[config.mk]
export PLATFORM = sky130hd
export DESIGN_NAME = dlmvb_ctrl
export DESIGN_NICKNAME = d
export VERILOG_FILES = /design/src/sv/dense_layer_matvec_bias_defines.svh /design/src/sv/dlmvb_pkg.sv /design/src/sv/dlmvb_ctrl.sv
export SDC_FILE = /design/constraint.sdc
export NUM_CORES = 1
export LEC_CHECK = 0
export BUFFER_PORTS_ARGS = -buffer_cell sky130_fd_sc_hd__buf_2
export CELL_PAD_IN_SITES_DETAIL_PLACEMENT = 1
export CELL_PAD_IN_SITES_GLOBAL_PLACEMENT = 1
export CORE_AREA = 2 2 39 41
export CTS_CLUSTER_DIAMETER = 100
export DETAILED_ROUTE_END_ITERATION = 6
export DIE_AREA = 0 0 41 43
export HOLD_SLACK_MARGIN = 0.12
export PLACE_DENSITY_LB_ADDON = 0.12
export SLEW_MARGIN = 5
export SYNTH_ARGS = -nofsm -noshare
export SYNTH_HDL_FRONTEND = slang
export SYNTH_SLANG_ARGS = --single-unit
[constraint.sdc]
create_clock -name aclk -period 2.16 [get_ports aclk]
set_input_delay 0.216 -clock aclk [delete_from_list [all_inputs] [get_ports aclk]]
set_output_delay 0.216 -clock aclk [all_outputs]
set_load 0.01 [all_outputs]
[src/sv/dense_layer_matvec_bias_defines.svh]
// assertion macros for the dense layer block
// used by the top level only, no other dependencies
`ifndef DENSE_LAYER_MATVEC_BIAS_DEFINES_SVH
`define DENSE_LAYER_MATVEC_BIAS_DEFINES_SVH

// same-cycle implication, disabled during reset
`define DLMVB_ASSERT_NOW(label, clk, rstn, ante, cons, msg) \
    label: assert property (@(posedge clk) disable iff (!(rstn)) (ante) |-> (cons)) \
        else $error(msg);

// next-cycle implication, disabled during reset
`define DLMVB_ASSERT_NEXT(label, clk, rstn, ante, cons, msg) \
    label: assert property (@(posedge clk) disable iff (!(rstn)) (ante) |=> (cons)) \
        else $error(msg);

`endif

[src/sv/dlmvb_pkg.sv]
// shared constants, opcodes and controller/datapath interface structs
// for the dense layer block; no dependencies
`timescale 1ns / 1ps

package dlmvb_pkg;

    localparam int MAX_IN    = 16;
    localparam int MAX_OUT   = 16;
    localparam int DATA_W    = 16;
    localparam int ACC_W     = 32;
    localparam int SCALE_W   = 16;
    localparam int CNT_W     = 5;
    localparam int IN_IDX_W  = $clog2(MAX_IN);
    localparam int OUT_IDX_W = $clog2(MAX_OUT);
    localparam int W_DEPTH   = MAX_IN * MAX_OUT;
    localparam int W_ADDR_W  = $clog2(W_DEPTH);
    localparam int OP_W      = 2;
    localparam int IDX_W     = 8;
    localparam int S_TDATA_W = 32;
    localparam int M_TDATA_W = 24;
    localparam int CFG_IDX_W = 2;
    localparam int DIV_CNT_W = $clog2(ACC_W + 1);

    typedef enum logic [OP_W-1:0] {
        OP_LOAD_WEIGHT = 2'd0,
        OP_LOAD_BIAS   = 2'd1,
        OP_LOAD_INPUT  = 2'd2,
        OP_START       = 2'd3
    } op_t;

    localparam logic [CFG_IDX_W-1:0] CFG_INPUTS  = 2'd0;
    localparam logic [CFG_IDX_W-1:0] CFG_OUTPUTS = 2'd1;
    localparam logic [CFG_IDX_W-1:0] CFG_SCALE   = 2'd2;

    typedef struct packed {
        logic load;
        logic start;
        logic row_init;
        logic mac_issue;
        logic round;
        logic div_start;
        logic out_load;
    } cmd_t;

    typedef struct packed {
        logic ni_zero;
        logic no_zero;
        logic col_last;
        logic row_last;
        logic mac_busy;
        logic div_busy;
        logic out_busy;
    } status_t;

endpackage

[src/sv/dlmvb_ctrl.sv]
// controller state machine: sequences loads, row setup, mac, rounding,
// division and result hand-off; depends on dlmvb_pkg
`timescale 1ns / 1ps

module dlmvb_ctrl (
    input  logic                  aclk,
    input  logic                  aresetn,
    input  logic                  s_tvalid,
    input  dlmvb_pkg::op_t        op,
    output logic                  s_tready,
    input  dlmvb_pkg::status_t    status,
    output dlmvb_pkg::cmd_t       cmd
);
    import dlmvb_pkg::*;

    typedef enum logic [2:0] {
        ST_IDLE,
        ST_ROW_INIT,
        ST_MAC,
        ST_DRAIN,
        ST_ROUND,
        ST_DIV_GO,
        ST_DIV_WAIT,
        ST_EMIT
    } state_t;

    state_t state_reg, state_next;
    logic   accept;

    assign s_tready = state_reg == ST_IDLE;
    assign accept   = s_tvalid && s_tready;

    always_comb begin
        state_next = state_reg;
        cmd        = '0;
        unique case (state_reg)
            ST_IDLE: begin
                if (accept) begin
                    if (op == OP_START) begin
                        cmd.start = 1'b1;
                        if (!status.no_zero) begin
                            state_next = ST_ROW_INIT;
                        end
                    end else begin
                        cmd.load = 1'b1;
                    end
                end
            end
            ST_ROW_INIT: begin
                cmd.row_init = 1'b1;
                state_next   = status.ni_zero ? ST_DRAIN : ST_MAC;
            end
            ST_MAC: begin
                cmd.mac_issue = 1'b1;
                if (status.col_last) begin
                    state_next = ST_DRAIN;
                end
            end
            ST_DRAIN: begin
                if (!status.mac_busy) begin
                    state_next = ST_ROUND;
                end
            end
            ST_ROUND: begin
                cmd.round  = 1'b1;
                state_next = ST_DIV_GO;
            end
            ST_DIV_GO: begin
                cmd.div_start = 1'b1;
                state_next    = ST_DIV_WAIT;
            end
            ST_DIV_WAIT: begin
                if (!status.div_busy) begin
                    state_next = ST_EMIT;
                end
            end
            ST_EMIT: begin
                if (!status.out_busy) begin
                    cmd.out_load = 1'b1;
                    state_next   = status.row_last ? ST_IDLE : ST_ROW_INIT;
                end
            end
            default: state_next = ST_IDLE;
        endcase
    end

    always_ff @(posedge aclk) begin
        if (!aresetn) begin
            state_reg <= ST_IDLE;
        end else begin
            state_reg <= state_next;
        end
    end

endmodule

==> results of run 1 <==
## cell type report
class	count	area [µm²]	area share
Multi-Input combinational cell	28	200.2	0.4984
Sequential cell	3	60.06	0.1495
Timing Repair Buffer	19	95.09	0.2368
Tap cell	16	20.02	0.04984
Clock buffer	4	26.28	0.06542
## report_power, final
group / switching [mW] / internal [mW] / total (mW) / leakage [nW]
clock: 0.0334 / 0.0695 / 0.103 / 0.0150
sequential: 0.0468 / 0.0706 / 0.117 / 0.0246
combinational: 0.0734 / 0.0778 / 0.151 / 0.152
total: 0.154 / 0.218 / 0.372 / 0.191
## worst min-delay path by stage
stage                   start      endpoint  cells after the start  slack, ns
floorplan             aresetn  state_reg[1]                      2       0.35
global placement    status[2]  state_reg[2]                      3       0.50
detailed placement    aresetn  state_reg[1]                      3       0.51
CTS                   aresetn  state_reg[0]                      3       0.27
global route          aresetn  state_reg[0]                      3       0.27
finish                aresetn  state_reg[0]                      3       0.27
## per-layer routing
| layer | part of all wire | wire length (µm) | GRT usage | vias up |
|---|---|---|---|---|
| met1 | 0.36 | 312 | 0.1115 | 157 |
| met3 | 0.029 | 25 | 0.04712 | 0 |
| met5 | 0 | 0 | 0 | - |
| met2 | 0.61 | 519 | 0.2031 | 4 |
| met4 | 0 | 0 | 0.04000 | 0 |
| li1 | - | - | - | 166 |
## Yosys cell counts (2+ instances only)
master | number | area share
nor2_1 | 2 | 0.025
a21oi_1 | 2 | 0.034
nor3b_1 | 5 | 0.13
o21ai_0 | 2 | 0.034
dfxtp_1 | 3 | 0.20
buf_6 | 2 | 0.076
nand2_1 | 4 | 0.050
## metrics by stage
stage	utilization	hold slack (ns)
after floorplan	-	0.3543
after global placement	0.2712	0.5005
after detailed placement	0.2712	0.5097
after CTS	0.2902	0.2652
after global routing	0.2902	0.2737
final	0.2902	0.2745
## tightest hold or removal path, delay by kind of cell
family	cells	cell delay, ns
compound gates	1	0.06
buf+inv	1	0.11
simple gates	1	0.09
## cell families after synthesis
| kind of cell | count (synthesis) |
|---|---|
| simple gates | 18 |
| compound gates | 9 |
| flops | 3 |
| buf+inv | 3 |
| mux | 1 |
==> flow_metrics.py, run 1 <==
metrics = {
    "yosys": {
        "synth_mux_area_frac": 0.03361,
        "synth_fp_nets": 46,
        "synth_top_family_by_area": "simple AND/OR/NAND/NOR gates",
        "synthXorXnorAreaFrac": 0,
        "synth-main-ff-cell": "dfxtp_1",
        "syn_area_per_cell_um2": 8.758,
        "async_flop_share": 0,
        "yosysWarningCount": 0,
        "synthAdderAreaFrac": 0,
        "netlist_area_um2": 297.8,
        "synth-compound-area-share": 0.2353,
        "syn_inst": 34,
        "synth_seq_area_share": 0.2017,
        "ys_ff_latch": 3,
        "synth_enable_flop_cells": 0,
        "ys_types": 21,
        "synth-simple-area-share": 0.4034,
    },
    "clock_tree": {
        "cts.sinks": 3,
        "cts-root-buf": "clkbuf_4",
        "holdBufCountCts": 0,
        "cts_setup_buffers": 0,
        "clk_latency_ns": 0.24,
        "h-tree-depth": 1,
        "cts_resized": 0,
        "clk_pin_slew_worst_paths_ns": 0.04,
        "clock_path_buffers": 2,
        "cts_tree": "built",
        "cts_made_buffers": 3,
    },
    "setup_path": {
        "critPathSlowestCell": "dfxtp_1",
        "crit_family": "flip-flops",
        "path_cells": "nand2_1, nor3b_1, buf_2",
        "r2r-start": "state_reg[2]",
        "crit_path_end": "cmd[0]",
        "critPathMaxStageDelay_ns": 0.58,
        "worstSetupStartpointType": "flop",
        "cp_data_arrival_time_ns": 1.36,
        "worstPathMaxFanout": 11,
        "worst-path-stages": 3,
        "end_kind": "output pin",
        "r2r_cells": 4,
        "cp.required_ns": 1.94,
        "rr_endpoint": "state_reg[0]",
        "startpoint": "state_reg[1]",
        "cp_num_buf_inv": 1,
        "r2r_setup_slack_ns": 0.84,
        "crit_type": "flop to output pin",
    },
    "global_routing": {
        "grt_pass1_vias": 336,
        "gr-total-overflow": 0,
        "grtUsageTotal": 0.1151,
        "grt_start_max_net_pins": 14,
        "antenna_found_initial": 0,
        "grt_pass1_wl_um": 1352,
    },
    "detailed_routing": {
        "num_vias": 327,
        "routed_via_density": 4.671,
        "drt_pass1_iterations": 2,
        "drt_iter0_drc": 3,
        "routedWlPerCell_um": 12.24,
        "wirelength_um": 857,
        "drc_errors": 0,
        "ant_nets": 0,
    },
    "timing": {
        "tightest_slew_ns": 0.4607,
        "final-hold-violation-count": 0,
        "slew_headroom": 0.6924,
        "rsz0062_at_grt": "no",
        "fmax_mhz": 635.5,
        "finalCritPeriodShare": 0.7285,
        "fin_setup_tns_ns": 0,
        "post-route-min-period_ns": 1.574,
        "drv_slew": 0,
        "fin_ws_ns": 0.5865,
        "setup_violations": 0,
        "fin_skew_ns": 0.009308,
    },
    "floorplanning": {
        "placementRows": 14,
        "die_h_um": 43,
        "core_area_um2": 1384,
        "fp.dieW_um": 41,
        "die_area_um2": 1763,
        "pin_count": 20,
        "start_util": 0.2152,
    },
    "final_layout": {
        "final_common_cell": "buf_2",
        "final_area_um2": 401.6,
        "largest_register_ffs": 3,
        "diodes": 0,
        "fin_cells": 70,
        "area_growth_syn_to_layout_pct": 34.87,
        "final.fill_count": 177,
        "nets": 67,
        "layout_common_cells": "19 x buf_2, 5 x nor3b_1, 4 x nand2_1",
        "drive_gt1_frac": 0.5185,
    },
    "placement": {
        "dp_cells": 66,
        "hpwl_um": 688.2,
        "place_ws_ns": 0.8307,
        "placed_area_um2": 375.4,
        "place_congestion": 0.6770,
        "io_buffers": 19,
    },
    "power": {
        "powerDensity_nw_per_um2": 925.2,
        "power_uw": 371.6,
        "p_leak_nw": 0.1912,
        "ir_worst_vdd_v": 0.0002343,
    },
    "worst_hold_path": {
        "min_path_type": "input pin to flop",
    },
    "status": {
        "outcome": "finished, final reports clean",
    },
    "job": {
        "max_cap_viol_count": 0,
    },
}
(Power assumes the default switching activity.)
==> run 2: changes to the inputs <==
Clock period 2.16 ns to 1.5 ns, I/O delays scaled along.
==> run 2 against run 1 <==
Effect of this change:
- first-iteration DRC count is the same
- combinational power grew 50%
- count of clock-buffer cells in the layout is the same
- register-to-register slack lost 0.49 ns
- total power grew 49%
- critical path depth grew 1
- global-route usage grew 1.7 points
- largest power group unchanged
==> flow_metrics.py, run 2 (synthesis gave the netlist of run 1 again) <==
metrics = {
    "detailed_routing": {
        "drc_errors": 0,
        "routed_via_density": 4.629,
        "drt_pass1_iterations": 2,
        "drt_iter0_drc": 3,
        "routedWlPerCell_um": 11.67,
        "num_vias": 324,
        "wirelength_um": 817,
        "ant_nets": 0,
    },
    "timing": {
        "fin_skew_ns": 0.007125,
        "slew_headroom": 0.8371,
        "fmax_mhz": 732.2,
        "drv_slew": 0,
        "post-route-min-period_ns": 1.366,
        "tightest_slew_ns": 0.2444,
        "final-hold-violation-count": 0,
        "finalCritPeriodShare": 0.9105,
        "fin_setup_tns_ns": 0,
        "setup_violations": 0,
        "rsz0062_at_grt": "no",
    },
    "clock_tree": {
        "h-tree-depth": 1,
        "cts-root-buf": "clkbuf_4",
        "cts.sinks": 3,
        "clock_path_buffers": 2,
        "cts_made_buffers": 3,
        "cts_tree": "built",
        "clk_latency_ns": 0.24,
        "clk_pin_slew_worst_paths_ns": 0.04,
    },
    "setup_path": {
        "worstSetupStartpointType": "flop",
        "cp.required_ns": 1.35,
        "crit_type": "flop to output pin",
        "cp_data_arrival_time_ns": 1.22,
        "r2r-start": "state_reg[2]",
        "startpoint": "state_reg[2]",
        "end_kind": "output pin",
        "worstPathMaxFanout": 13,
    },
    "final_layout": {
        "drive_gt1_frac": 0.5926,
        "final-seq-area_um2": 66.31,
        "multi_input_area_um2": 209.0,
        "nets": 67,
        "final.fill_count": 177,
        "final_common_cell": "buf_2",
        "layout_common_cells": "19 x buf_2, 5 x nor3b_1, 3 x nand2_1, 3 x clkbuf_4",
        "final_util": 0.3011,
        "area_growth_syn_to_layout_pct": 39.92,
        "largest_register_ffs": 3,
        "diodes": 0,
    },
    "global_routing": {
        "grt_pass1_vias": 371,
        "grtUsageTotal": 0.1321,
        "grt_start_max_net_pins": 14,
        "gr-total-overflow": 0,
        "grt_pass1_wl_um": 1545,
        "antenna_found_initial": 0,
    },
    "worst_hold_path": {
        "hold_path.startpoint": "status[2]",
        "min_path_type": "input pin to flop",
    },
    "power": {
        "powerDensity_nw_per_um2": 1329,
        "ir_worst_vdd_v": 0.0004614,
        "p_leak_nw": 0.1955,
    },
    "status": {
        "outcome": "finished, final reports clean",
    },
    "floorplanning": {
        "die_area_um2": 1763,
        "core_area_um2": 1384,
        "placementRows": 14,
        "pin_count": 20,
        "fp.dieW_um": 41,
        "die_h_um": 43,
        "start_util": 0.2152,
    },
    "placement": {
        "io_buffers": 19,
        "place_congestion": 0.7246,
        "hpwl_um": 670.5,
    },
    "job": {
        "max_cap_viol_count": 0,
    },
}
run 2: worst paths after layout:
check | end | slack (ns) | depth (start not counted)
setup / recovery | cmd[6] | 0.13 | 4
hold / removal | state_reg[2] | 0.18 | 3
setup reg to reg | state_reg[0] | 0.35 | 4
hold reg to reg | state_reg[1] | 0.58 | 1
run 2: routing by layer:
layer | share of wire | up-vias | track usage
met2 | 0.56 | 4 | 0.2063
met1 | 0.40 | 150 | 0.1433
met3 | 0.0086 | 4 | 0.03141
met5 | 0 | - | 0
li1 | - | 166 | -
met4 | 0.033 | 0 | 0.1000
run 2: area by class of cell:
type,instances,share of cell area
Multi-Input combinational cell,28,0.5015
Timing Repair Buffer,19,0.2282
Sequential cell,3,0.1592
Clock buffer,4,0.06306
Tap cell,16,0.04805
run 2: metrics by stage:
| stage | power (mW) | instance area, µm² | worst slack, ns | instances | hold slack, ns |
|---|---|---|---|---|---|
| final | 0.5538 | 416.7 | 0.1342 | 70 | 0.1827 |
| after global routing | 0.6110 | 416.7 | 0.01921 | 70 | 0.1962 |
| after CTS | 0.5394 | 401.6 | 0.01668 | 70 | 0.1938 |
| after detailed placement | 0.3897 | 375.4 | 0.1943 | 66 | 0.4448 |
| after global placement | 0.3848 | 375.4 | 0.1680 | 66 | 0.4357 |
| after floorplan | 0.3512 | 297.8 | 0.3140 | 34 | 0.2883 |
run 2: report_power, final:
| group | internal, mW | switching, mW |
|---|---|---|
| registers | 0.106 | 0.0732 |
| logic | 0.119 | 0.109 |
| clock network | 0.100 | 0.0469 |
run 2: critical path, stage by stage, from the launching register on:
cell and delay (ns):
dfxtp_4 0.39, nor3_4 0.24, nand2_2 0.08, a21oi_1 0.12
buf_2 0.14
run 2: what timing repair did:
action,in CTS,in global routing
setup buffers,0,0
hold buffers,0,0
endpoints found under the setup margin,0,4
resized for setup,0,6
==> run 3: changes to the inputs <==
Settings changed: PLACE_DENSITY set to 0.62, PLACE_DENSITY_LB_ADDON 0.12 to unset.
==> run 3 against run 2 <==
Effect of this change:
- total power shrank 1.5%
- global-route usage down 3.2 points
- via count increased by 0.31%
- critical path type unchanged
- critical endpoint unchanged
==> flow_metrics.py, run 3 (synthesis gave the netlist of run 1 again) <==
metrics = {
    "floorplanning": {
        "start_util": 0.2152,
        "fp.dieW_um": 41,
        "pin_count": 20,
        "core_area_um2": 1384,
        "die_area_um2": 1763,
        "placementRows": 14,
        "die_h_um": 43,
    },
    "power": {
        "p_leak_nw": 0.1950,
        "power_uw": 545.4,
        "ir_worst_vdd_v": 0.0003058,
        "powerDensity_nw_per_um2": 1325,
    },
    "timing": {
        "fmax_mhz": 729.8,
        "final-hold-violation-count": 0,
        "rsz0062_at_grt": "no",
        "fin_setup_tns_ns": 0,
        "post-route-min-period_ns": 1.370,
        "fin_ws_ns": 0.1298,
        "fin_hold_ws_ns": 0.1918,
        "setup_violations": 0,
        "fin_skew_ns": 0.004449,
        "drv_slew": 0,
        "tightest_slew_ns": 0.2689,
        "slew_headroom": 0.8207,
        "finalCritPeriodShare": 0.9134,
    },
    "final_layout": {
        "final.fill_count": 179,
        "drive_gt1_frac": 0.5741,
        "largest_register_ffs": 3,
        "layout_common_cells": "19 x buf_2, 5 x nor3b_1, 4 x nand2_1",
        "final_common_cell": "buf_2",
        "area_growth_syn_to_layout_pct": 38.24,
        "nets": 67,
        "diodes": 0,
        "final_util": 0.2975,
    },
    "global_routing": {
        "grt_pass1_vias": 319,
        "gr-total-overflow": 0,
        "grt_start_max_net_pins": 14,
        "grtUsageTotal": 0.1002,
        "grt_pass1_wl_um": 1186,
        "antenna_found_initial": 0,
    },
    "worst_hold_path": {
        "hold_depth": 3,
        "min_path_type": "input pin to flop",
    },
    "clock_tree": {
        "clk_pin_slew_worst_paths_ns": 0.04,
        "clock_path_buffers": 2,
        "cts_setup_buffers": 0,
        "clk_latency_ns": 0.23,
        "cts.sinks": 3,
        "cts_tree": "built",
        "cts_made_buffers": 3,
        "cts-root-buf": "clkbuf_4",
        "h-tree-depth": 1,
        "holdBufCountCts": 0,
    },
    "setup_path": {
        "crit_type": "flop to output pin",
        "critPathMaxStageDelay_ns": 0.39,
        "end_kind": "output pin",
        "r2r_cells": 4,
        "cp.required_ns": 1.35,
        "worstPathMaxFanout": 13,
        "critPathSlowestCell": "dfxtp_2",
        "worstSetupStartpointType": "flop",
        "path_cells": "nor3_4, nand2_1, a21oi_1, buf_2",
        "cp_data_arrival_time_ns": 1.22,
    },
    "placement": {
        "place_ws_ns": 0.1980,
        "io_buffers": 19,
        "place_congestion": 0.5768,
        "hpwl_um": 575.3,
    },
    "detailed_routing": {
        "ant_nets": 0,
        "drc_errors": 0,
        "drt_iter0_drc": 5,
        "num_vias": 325,
        "routedWlPerCell_um": 10.16,
        "drt_pass1_iterations": 4,
        "wirelength_um": 711,
        "routed_via_density": 4.643,
    },
    "status": {
        "outcome": "finished, final reports clean",
    },
    "job": {
        "max_cap_viol_count": 0,
    },
}
[run 3: area by class of cell]
class,count,area (µm²),area share
flip-flops and latches,3,63.81,0.1550
well taps,16,20.02,0.04863
clock buffers,4,26.28,0.06383
repair buffers,19,95.09,0.2310
multi-input cells,28,206.4,0.5015
[run 3: timing repair]
item / in CTS / in global routing
endpoints found under the hold margin: 0 / 0
gates resized for setup: 0 / 4
setup endpoints to repair: 0 / 3
[run 3: power by group]
group          total (mW)  switching [mW]  internal (mW)
Sequential          0.180          0.0726          0.107
Combinational       0.224           0.107          0.117
Clock               0.142          0.0423         0.0998
[run 3: layer usage]
metal	up-vias	part of all wire	GRT usage	wire, µm
met5	-	0	0	0
met3	0	0.059	0	42
met4	0	0	0.1000	0
li1	165	-	-	-
met1	151	0.40	0.1150	283
met2	9	0.54	0.1531	385
[run 3: critical path, delay by kind of cell (launching register included)]
kind | cells | cell delay (ns)
AOI/OAI and AO/OA | 1 | 0.11
and+or+nand+nor | 2 | 0.34
buffers and inverters | 1 | 0.14
DFF | 1 | 0.39
[run 3: path summary, 6_finish.rpt]
path | start | to | slack, ns
max reg2reg | state_reg[2] | state_reg[0] | 0.31
min reg2reg | state_reg[0] | state_reg[1] | 0.55
max | state_reg[2] | cmd[6] | 0.13
min | aresetn | state_reg[1] | 0.19
[run 3: metrics by stage]
stage / std cells / cell area [µm²]
after global routing: 70 / 411.6
after floorplan: 34 / 297.8
after global placement: 66 / 375.4
after detailed placement: 66 / 375.4
after CTS: 70 / 401.6
final: 70 / 411.6
